===== src/hdl/flr_pkg.sv =====
// shared types and constants for the framed link receiver
`default_nettype none

package flr_pkg;

    // largest payload length the receive buffer can hold
    localparam int unsigned MaxPayload = 255;

    localparam logic [7:0] SEQ_MASK   = 8'h3f;
    localparam logic [7:0] REPLY_ACK  = 8'hc0;
    localparam logic [7:0] REPLY_NACK = 8'h80;
    localparam logic [7:0] BYTE_MASK  = 8'hff;

    localparam logic [7:0] MAX_LEN_RESET = BYTE_MASK;

    // input opcodes
    localparam logic OP_BYTE    = 1'b0;
    localparam logic OP_TIMEOUT = 1'b1;

    // result kinds
    localparam logic KIND_PAYLOAD = 1'b0;
    localparam logic KIND_REPLY   = 1'b1;

    // error causes
    localparam logic [2:0] CAUSE_NONE    = 3'd0;
    localparam logic [2:0] CAUSE_TIMEOUT = 3'd1;
    localparam logic [2:0] CAUSE_TOO_LONG = 3'd2;
    localparam logic [2:0] CAUSE_SEQ     = 3'd3;
    localparam logic [2:0] CAUSE_SUM_HI  = 3'd4;
    localparam logic [2:0] CAUSE_SUM_LO  = 3'd5;

    typedef struct packed {
        logic       opcode;
        logic [7:0] data_byte;
    } item_t;

    typedef struct packed {
        logic       result_kind;
        logic [7:0] payload_byte;
        logic [7:0] reply_byte;
        logic       frame_ok;
        logic [7:0] frame_length;
        logic [2:0] error_cause;
    } result_t;

    typedef enum logic [5:0] {
        PH_IDLE  = 6'b000001,
        PH_SEQ   = 6'b000010,
        PH_DATA  = 6'b000100,
        PH_SUMHI = 6'b001000,
        PH_SUMLO = 6'b010000,
        PH_DRAIN = 6'b100000
    } phase_t;

endpackage

`default_nettype wire


===== src/hdl/flr_core.sv =====
// frame parser, checksum and reply state for the framed link receiver
`default_nettype none

module flr_core (
    input  wire logic             clk,
    input  wire logic             rst_n,
    input  wire logic             step,
    input  wire flr_pkg::item_t   item,
    input  wire logic [7:0]       max_len,
    output logic                  res_valid,
    output flr_pkg::result_t      res
);

    flr_pkg::phase_t phase_reg, phase_next;
    logic [5:0]  rx_seq_reg, rx_seq_next;
    logic [15:0] sum_reg, sum_next;
    logic [8:0]  pos_reg, pos_next;
    logic [7:0]  frame_len_reg, frame_len_next;
    logic [7:0]  left_reg, left_next;
    logic [7:0]  reply_reg, reply_next;
    logic [2:0]  cause_reg, cause_next;
    logic        ok_reg, ok_next;

    logic [7:0]  b;
    logic [8:0]  pos_inc;
    logic [16:0] product;
    logic [15:0] sum_acc;
    logic [7:0]  left_dec;

    assign b        = item.data_byte;
    assign pos_inc  = 9'(pos_reg + 9'd1);
    // one 8x9 multiply and a 16-bit add per byte
    assign product  = 17'(b) * 17'(pos_inc);
    assign sum_acc  = 16'(sum_reg + product[15:0]);
    assign left_dec = 8'(left_reg - 8'd1);

    always_comb
    begin
        phase_next     = phase_reg;
        rx_seq_next    = rx_seq_reg;
        sum_next       = sum_reg;
        pos_next       = pos_reg;
        frame_len_next = frame_len_reg;
        left_next      = left_reg;
        reply_next     = reply_reg;
        cause_next     = cause_reg;
        ok_next        = ok_reg;
        res_valid      = 1'b0;
        res            = '0;

        if (item.opcode == flr_pkg::OP_TIMEOUT)
        begin
            if (phase_reg != flr_pkg::PH_IDLE)
            begin
                if (phase_reg != flr_pkg::PH_DRAIN)
                begin
                    cause_next = flr_pkg::CAUSE_TIMEOUT;
                    ok_next    = 1'b0;
                end
                res_valid        = 1'b1;
                res.result_kind  = flr_pkg::KIND_REPLY;
                res.reply_byte   = reply_reg;
                res.frame_ok     = ok_next;
                res.frame_length = frame_len_reg;
                res.error_cause  = cause_next;
                phase_next       = flr_pkg::PH_IDLE;
            end
        end
        else
        begin
            unique case (phase_reg)
                flr_pkg::PH_IDLE:
                begin
                    reply_next     = flr_pkg::REPLY_NACK | {2'b00, rx_seq_reg};
                    frame_len_next = b;
                    ok_next        = 1'b0;
                    cause_next     = flr_pkg::CAUSE_NONE;
                    if ({1'b0, b} > 9'(flr_pkg::MaxPayload) || b > max_len)
                    begin
                        sum_next   = '0;
                        pos_next   = '0;
                        cause_next = flr_pkg::CAUSE_TOO_LONG;
                        phase_next = flr_pkg::PH_DRAIN;
                    end
                    else
                    begin
                        // first byte at position 1: the sum is the byte itself
                        sum_next   = {8'h00, b};
                        pos_next   = 9'd1;
                        phase_next = flr_pkg::PH_SEQ;
                    end
                end
                flr_pkg::PH_SEQ:
                begin
                    if (b != {2'b00, rx_seq_reg})
                    begin
                        // resync only to a value that fits the sequence field
                        if (b <= flr_pkg::SEQ_MASK)
                            rx_seq_next = b[5:0];
                        cause_next = flr_pkg::CAUSE_SEQ;
                        ok_next    = 1'b0;
                        phase_next = flr_pkg::PH_DRAIN;
                    end
                    else
                    begin
                        pos_next   = pos_inc;
                        sum_next   = sum_acc;
                        left_next  = frame_len_reg;
                        phase_next = (frame_len_reg == 8'd0) ? flr_pkg::PH_SUMHI
                                                             : flr_pkg::PH_DATA;
                    end
                end
                flr_pkg::PH_DATA:
                begin
                    pos_next  = pos_inc;
                    sum_next  = sum_acc;
                    left_next = left_dec;
                    if (left_dec == 8'd0)
                        phase_next = flr_pkg::PH_SUMHI;
                    res_valid        = 1'b1;
                    res.result_kind  = flr_pkg::KIND_PAYLOAD;
                    res.payload_byte = b;
                    res.frame_length = frame_len_reg;
                end
                flr_pkg::PH_SUMHI:
                begin
                    if (b != sum_reg[15:8])
                    begin
                        cause_next = flr_pkg::CAUSE_SUM_HI;
                        ok_next    = 1'b0;
                        phase_next = flr_pkg::PH_DRAIN;
                    end
                    else
                        phase_next = flr_pkg::PH_SUMLO;
                end
                flr_pkg::PH_SUMLO:
                begin
                    if (b != sum_reg[7:0])
                    begin
                        cause_next = flr_pkg::CAUSE_SUM_LO;
                        ok_next    = 1'b0;
                    end
                    else
                    begin
                        reply_next  = reply_reg | flr_pkg::REPLY_ACK;
                        rx_seq_next = 6'(rx_seq_reg + 6'd1);
                        cause_next  = flr_pkg::CAUSE_NONE;
                        ok_next     = 1'b1;
                    end
                    phase_next = flr_pkg::PH_DRAIN;
                end
                flr_pkg::PH_DRAIN:
                begin
                    phase_next = flr_pkg::PH_DRAIN;
                end
                default:
                begin
                    phase_next = flr_pkg::PH_IDLE;
                end
            endcase
        end
    end

    always_ff @(posedge clk or negedge rst_n)
    begin
        if (!rst_n)
        begin
            phase_reg     <= flr_pkg::PH_IDLE;
            rx_seq_reg    <= '0;
            sum_reg       <= '0;
            pos_reg       <= '0;
            frame_len_reg <= '0;
            left_reg      <= '0;
            reply_reg     <= '0;
            cause_reg     <= '0;
            ok_reg        <= 1'b0;
        end
        else if (step)
        begin
            phase_reg     <= phase_next;
            rx_seq_reg    <= rx_seq_next;
            sum_reg       <= sum_next;
            pos_reg       <= pos_next;
            frame_len_reg <= frame_len_next;
            left_reg      <= left_next;
            reply_reg     <= reply_next;
            cause_reg     <= cause_next;
            ok_reg        <= ok_next;
        end
    end

endmodule

`default_nettype wire


===== src/hdl/framed_link_receiver.sv =====
// framed link receiver top level: input register, frame parser, result register
// an input transfer is captured in the input register; its result is then loaded into the result register
// one item per cycle unless stalled; the only per-item work is one 8x9 multiply-accumulate
// an input item waits in the input register only while the result register is full and stalled
// reset (rst_n, async, active low): parser idle, sequence and checksum state zero, max_len 255
// registers come out of reset empty; no clearing pass is needed
`default_nettype none

module framed_link_receiver (
    input  wire logic              clk,
    input  wire logic              rst_n,
    // input channel
    input  wire logic              item_valid,
    output logic                   item_stall,
    input  wire flr_pkg::item_t    item,
    // result channel
    output logic                   result_valid,
    input  wire logic              result_stall,
    output flr_pkg::result_t       result,
    // max_len register write
    input  wire logic              cfg_we,
    input  wire logic [7:0]        cfg_data
);

    // max_len configuration register
    logic [7:0] max_len_reg;

    // input register
    logic             in_vld_reg;
    flr_pkg::item_t   in_item_reg;

    // result register
    logic             out_vld_reg;
    flr_pkg::result_t out_res_reg;

    // parser outputs
    logic             core_valid;
    flr_pkg::result_t core_res;

    logic advance;
    logic take_in;

    // the held item is processed when the result register is free or being drained
    assign advance = in_vld_reg && (!out_vld_reg || !result_stall);

    // new transfer is taken whenever the input register is empty or moves on this cycle
    assign item_stall = in_vld_reg && !advance;
    assign take_in    = item_valid && !item_stall;

    assign result_valid = out_vld_reg;
    assign result       = out_res_reg;

    always_ff @(posedge clk or negedge rst_n)
    begin
        if (!rst_n)
            max_len_reg <= flr_pkg::MAX_LEN_RESET;
        else if (cfg_we)
            max_len_reg <= cfg_data;
    end

    // input register: valid under reset, payload without
    always_ff @(posedge clk or negedge rst_n)
    begin
        if (!rst_n)
            in_vld_reg <= 1'b0;
        else if (take_in)
            in_vld_reg <= 1'b1;
        else if (advance)
            in_vld_reg <= 1'b0;
    end

    always_ff @(posedge clk)
    begin
        if (take_in)
            in_item_reg <= item;
    end

    flr_core u_core (
        .clk       (clk),
        .rst_n     (rst_n),
        .step      (advance),
        .item      (in_item_reg),
        .max_len   (max_len_reg),
        .res_valid (core_valid),
        .res       (core_res)
    );

    // result register: loaded only when a processed item produces a result,
    // cleared when its transfer completes and nothing new replaces it
    always_ff @(posedge clk or negedge rst_n)
    begin
        if (!rst_n)
            out_vld_reg <= 1'b0;
        else if (advance && core_valid)
            out_vld_reg <= 1'b1;
        else if (!result_stall)
            out_vld_reg <= 1'b0;
    end

    always_ff @(posedge clk)
    begin
        if (advance && core_valid)
            out_res_reg <= core_res;
    end

endmodule

`default_nettype wire


===== config.mk =====
export PLATFORM = sky130hd
export DESIGN_NAME = framed_link_receiver
export DESIGN_NICKNAME = d
export VERILOG_FILES = /design/src/hdl/flr_pkg.sv /design/src/hdl/flr_core.sv /design/src/hdl/framed_link_receiver.sv
export SDC_FILE = /design/constraint.sdc
export NUM_CORES = 1
export LEC_CHECK = 0
export ABC_AREA = 1
export BUFFER_PORTS_ARGS = -buffer_cell sky130_fd_sc_hd__buf_2
export CORE_ASPECT_RATIO = 1.4
export CORE_MARGIN = 5
export CORE_UTILIZATION = 40
export DETAILED_ROUTE_END_ITERATION = 7
export GPL_TIMING_DRIVEN = 1
export HOLD_SLACK_MARGIN = 0.03
export PLACE_DENSITY_LB_ADDON = 0.08
export SLEW_MARGIN = 5
export SYNTH_ARGS = -nofsm -noshare
export SYNTH_HDL_FRONTEND = slang
export SYNTH_HIERARCHICAL = 1
export SYNTH_SLANG_ARGS = --single-unit

===== constraint.sdc =====
create_clock -name clk -period 9.5 [get_ports clk]
set_input_delay 0.95 -clock clk [delete_from_list [all_inputs] [get_ports clk]]
set_output_delay 0.95 -clock clk [all_outputs]
set_load 0.05 [all_outputs]

* Word level (Yosys, flattened, before mapping)
Cells that the tools add are included.
W data, S select, Z words.
** Operators by class
- Add/sub/neg operators :: 4
- Multiply operators :: 1
- Magnitude comparators :: 2
- Eq/ne operators :: 20
- Mux-type cells :: 48
- Bitwise gates (word level) :: 3
- Reduce and logical (&&, ||, !) cells :: 28
** Operator list (count)
- $mux W6 :: 9
- $pmux W16 S3 :: 1
- $mux W8 :: 5
- $pmux W8 S2 :: 2
- $pmux W6 S5 :: 1
- $pmux W9 S3 :: 1
- $mux W3 :: 6
- $add A16 B16 Y16 :: 1
- $logic_not A8 Y1 :: 2
- $mul A8 B9 Y16 :: 1
- $mux W16 :: 1
- $ne A8 B8 Y1 :: 2
- $reduce_and A4 Y1 :: 4
- $mux W1 :: 15
- $pmux W3 S4 :: 1
- $pmux W6 S2 :: 1
- $mux W11 :: 1
- $add A9 B1 Y9 const B :: 1
- $mux W9 :: 1
- $ne A3 B2 Y1 const B :: 3
- $gt A8 B8 Y1 :: 1
- $le A8 B6 Y1 const B :: 1
- $ne A2 B1 Y1 const B :: 4
- $ne A8 B6 Y1 :: 1
- 26 further kinds :: 40
** Storage, ports and cells
- Bits in registers :: 113
- Input bits :: 22
- Output and inout bits :: 31
- Word-level logic and storage cells :: 127

* Logic depth before layout (Yosys ltp)
- Depth after elaboration :: 8
- Gate-level depth with buffers :: 29
- Depth with buffers taken out :: 28

* Cells and area by module
Netlist, hierarchy kept.
** Modules (own cells, without submodules)
- flr_core :: times used 1, cells each 989, area each 6972.9 um2, seq. area each 1627.8 um2
- framed_link_receiver :: times used 1, cells each 86, area each 1564.0 um2, seq. area each 1401.3 um2

* Worst setup path after synthesis
Ideal clock, no wire load.
- Path kind :: flip-flop to flip-flop
- Start :: reg u_core.pos_reg[1]
- End :: reg u_core.sum_reg[12]
- Setup time :: 121 ps
- Arrival time :: 4497 ps
- Data required time :: 9379 ps
- Path slack :: 4883 ps
- Cell stages (with the launch flop) :: 25
- Period minus slack after synthesis :: 4617 ps
- Path through :: dfrtp_1 ha_1 nand2_1 nor2_1 inv_1 nor2_1 xor2_1 inv_1 nor2_1 fa_1 fa_1 fa_1 inv_1 fa_1 inv_1 ha_1 nand2_1 nor3_1 nand2_1 nand4_1 nand2_1 nand2_1 nand2_1 nand3_1 o21ai_1
** On the way
- Longest elaborated chain between the ends :: 5
** Ends and longest elaborated chain
- from (decl) :: line flr_core.sv:17 : logic [8:0] pos_reg, pos_next;
- from (signal assigned) :: line flr_core.sv:183 : pos_reg <= pos_next;
- $add A9 B1 Y9 * :: line flr_core.sv:31 : assign pos_inc = 9'(pos_reg + 9'd1);
- $mul A8 B9 Y16 * :: line flr_core.sv:33 : assign product = 17'(b) * 17'(pos_inc);
- $add A16 B16 Y16 * :: line flr_core.sv:34 : assign sum_acc = 16'(sum_reg + product[15:0]);
- $mux W16 :: line flr_core.sv:95 : if (b != {2'b00, rx_seq_reg})
- $pmux W16 S3 * :: line flr_core.sv:71 : unique case (phase_reg)
- to (signal assigned) :: line flr_core.sv:182 : sum_reg <= sum_next;
- to (decl) :: line flr_core.sv:16 : logic [15:0] sum_reg, sum_next;
Every way passes the cells marked *; elsewhere a longest branch is shown, timed or not. The select of a mux whose other input is x is not followed.
A chain may end at the register's enable or synchronous reset.

* Worst setup path after layout
- Start :: reg u_core.pos_reg[0]
- End :: reg u_core.sum_reg[12]
Same word-level chain as after synthesis.

==> summary.md <==
| Metric | Value |
|---|---|
| Share of cells above drive strength 1 | between 10% and 20% |
| Synthesized area per cell | 7.941 um^2 |
| Crit path required time | 9810 ps |
| Crit path buf inv count | 4 |
| Syn. warnings | 6 |
| Die Y | 182.9 um |
| Arrival @ worst endpoint | around 5700 ps |
| Critical Path Stages | 24 |
| Slew Limit Fails | 0 |
| Dominant cell by count in the synthesized netlist | nand2_1 |
| Min-delay worst type | in2async |
| Largest net degree at the start of global routing | 55 |
| Dpl cell area | 0.009036 mm^2 |
| Count of final setup violators | 0 |
| DPL Wire Length | 16910 um |
| Syn_nets | 1198 |
| CP Class | reg2reg |
| I/O pin cnt | 53 |
| Vias in the first global route | 6897 |
| Clock Skew | around 13 ps |
| Die width | around 130 um |
| Hold Fails Final Rpt | 0 |
| Cell area after synthesis | about 0.0085 mm^2 |
| Most area-consuming cells after synthesis | dfrtp_1 19%, edfxtp_1 13%, fa_1 13% |
| Ys async rst share | between 60% and 70% |
| Worst Reg-to-Reg Cells | 24 |
| Drt pass-1 iters | 5 |
| Worst R2R Setup Slack | 4110 ps |
| Max reg flops | 29 |
| Buffers on Ports | 52 |
| Antenna violations before repair | 0 |
| Yosys top cell area share | 19.35% |
| Max VDD drop | approximately 0.18 mV |
| Total grt overflow | 0 |
| Hold buffer count at cts | 0 |
| TritonCTS Buffers | 17 |
| Post-CTS Setup Inserts | 0 |
| Post-synth EDFFs | 38 |
| TritonCTS clock tree | built |
| RSZ-0062 raised after global routing | false |
| Yosys reg bits | ~110 |
| Crit-path slowest cell | fa_1 |
| Clk pin slew, worst setup/hold paths | 60 ps |
| Final #Nets | approximately 1300 |
| Biggest cell delay along the critical path | between 500 and 600 ps |
| Setup TNS | 0 ps |
| Tmin final | 5391 ps |
| Slew headroom | 48.74% |
| Reg2reg start | u_core/pos_reg[0] |
| Cell variety after synth | 44 |
| H-Tree Depth | 4 |
| Tcrit/Tclk final | 56.74% |
| Starting Density | 40.41% |
| Place WS | roughly 4200 ps |
| Inst Count DP | 1372 |
| Total core area | 0.02113 mm^2 |
| Die Area | 0.02441 mm^2 |
| Reg2reg end | u_core/sum_reg[12] |
| Synth area leader | dfrtp_1 |
| Post-route ant nets | 0 |
| Slew @ Worst Pin | about 770 ps |
| Maximum clock rate | 185.5 MHz |
| Final worst slack | slightly above 4000 ps |
| Status | completed |
| Top cell by count, worst path | nand2_1 |
| Delay-heaviest family, CP | adder cells |
| Max Cap Viol | 0 |
| Leak Pwr | 5.023 nW |
| Synth cell count leaders | 286 x nand2_1, 220 x inv_1, 110 x nor2_1 |
| Clk_lat worst skew | 420 ps |
| Via density | approximately 4.9 |
| Final Util | 45.77% |
| Clock Path Buffers | 2 |
| Detailed-route via count | 6889 |
| Worst-path cell chain | ha_1 > nand2_1 > nor2_1 > inv_1 > nor2_1 > xor2_1 > inv_1 > nor2_1 > fa_1 > fa_1 > fa_1 > inv_1 > fa_1 > inv_1 > ha_1 > nand2_1 > nor3_1 > nand2_1 > nand4_1 > nand2_1 > nand2_1 > nand2_1 > nand3_1 > o21ai_1 |
| Mapped Cells | 1075 |
| CP Launch Type | flip-flop |
| Crit path max fanout | 10 |
| DRT Wirelength | 22710 um |
| CP Launch Point | u_core/pos_reg[0] |
| Post-route DRC | 0 |
| Worst Setup EP | u_core/sum_reg[12] |
| GRT Total Usage | 19.33% |
| Pwr/cell area | 281.9 mW/mm^2 |
| Avg WL per Cell | 16.18 um |
| Seq/Total Area, Yosys | between 30% and 40% |
| 1st-iter DRT viols | around 430 |
| Rows | 63 |
| Area delta synth->final | 13.25% |
| Primary FF master, synth | dfrtp_1 |
| CP Capture Type | flip-flop |
| Final Non-Filler Cells | 1404 |
| Sink Count | 113 |
| # diodes | 0 |
| Final instance area | between 0.009 and 0.01 mm^2 |
| Placer Congestion | 0.8635 |
| CTS root buf | clkbuf_16 |
| Post_cts resized | 0 |
| First-pass GRT wire length | approximately 37000 um |
-- layer usage --
layer	global-route usage, %	up-vias	routed length, um
met4	8.399	0	718
li1	-	3385	-
met2	34.17	162	11790
met3	3.787	42	888
met5	0	-	0
met1	22.86	3300	9320
-- through the flow --
step | hold slack [ps] | total power (W)
4_1_cts | 431.8 | 0.002760
6_report | 422.9 | 0.002725
5_1_grt | 432.6 | 0.002988
2_1_floorplan | 421.9 | 0.001714
3_3_place_gp | 433.0 | 0.002033
3_5_place_dp | 445.9 | 0.002040
-- final cells by class --
type                       count  area (um^2)
inverter                     233        889.6
tap                          260        325.3
clock buffer                  23        478.0
timing repair buffer          59        315.3
multi-input combinational    707         4477
sequential                   113         3029
fill                        2175        11460
clock inverter                 9        153.9
-- worst min-delay path by stage --
stage | end | depth (start not counted) | start
finish | u_core/sum_reg[13] | 1 | rst_n
global route | u_core/sum_reg[13] | 1 | rst_n
CTS | u_core/sum_reg[13] | 1 | rst_n
detailed placement | u_core/reply_reg[7] | 2 | u_core/reply_reg[7]
global placement | u_core/reply_reg[7] | 2 | u_core/reply_reg[7]
floorplan | u_core/reply_reg[7] | 2 | u_core/reply_reg[7]
-- power breakdown --
group | switching (W) | internal (W) | total, W
Sequential | 0.000102 | 0.000639 | 0.000741
Clock | 0.000235 | 0.000459 | 0.000695
Combinational | 0.000860 | 0.000430 | 0.00129
-- layout by cell type (no fill, tap or decap), types with 3 or more instances in the layout --
| master | synthesis | final |
|---|---|---|
| clkbuf_8 | 0 | 3 |
| buf_2 | 10 | 51 |
| inv_1 | 220 | 220 |
| nor2_1 | 110 | 109 |
| xnor2_1 | 11 | 11 |
| o21ai_1 | 11 | 11 |
| nand2_2 | 7 | 7 |
| ha_1 | 45 | 45 |
| buf_4 | 2 | 8 |
| bufinv_16 | 0 | 4 |
| nor3_1 | 6 | 6 |
| dfrtp_1 | 66 | 66 |
| dfstp_2 | 9 | 9 |
| nand2_1 | 286 | 286 |
| fa_1 | 56 | 56 |
| o2bb2ai_1 | 4 | 4 |
| clkbuf_1 | 5 | 3 |
| nor2_4 | 3 | 3 |
| a21oi_1 | 10 | 10 |
| nand3_1 | 39 | 39 |
| o21ai_2 | 4 | 4 |
| clkbuf_16 | 0 | 17 |
| clkinv_1 | 3 | 3 |
| nor2_2 | 5 | 6 |
| o21ai_0 | 64 | 64 |
| inv_2 | 8 | 8 |
| xor2_1 | 16 | 16 |
| nand4_1 | 8 | 8 |
| o22ai_1 | 3 | 3 |
| edfxtp_1 | 38 | 38 |
-- logic make-up after synthesis --
group	count (synthesis)	synth area share (%)
XOR/XNOR	27	2.770
buffers and inverters	255	12.11
AND/OR/NAND/NOR	473	23.04
AO/OA/AOI/OAI	106	6.874
flip-flops	113	35.48
adder cells (fa/ha/maj)	101	19.73
Power figures use the tool's default switching activity.
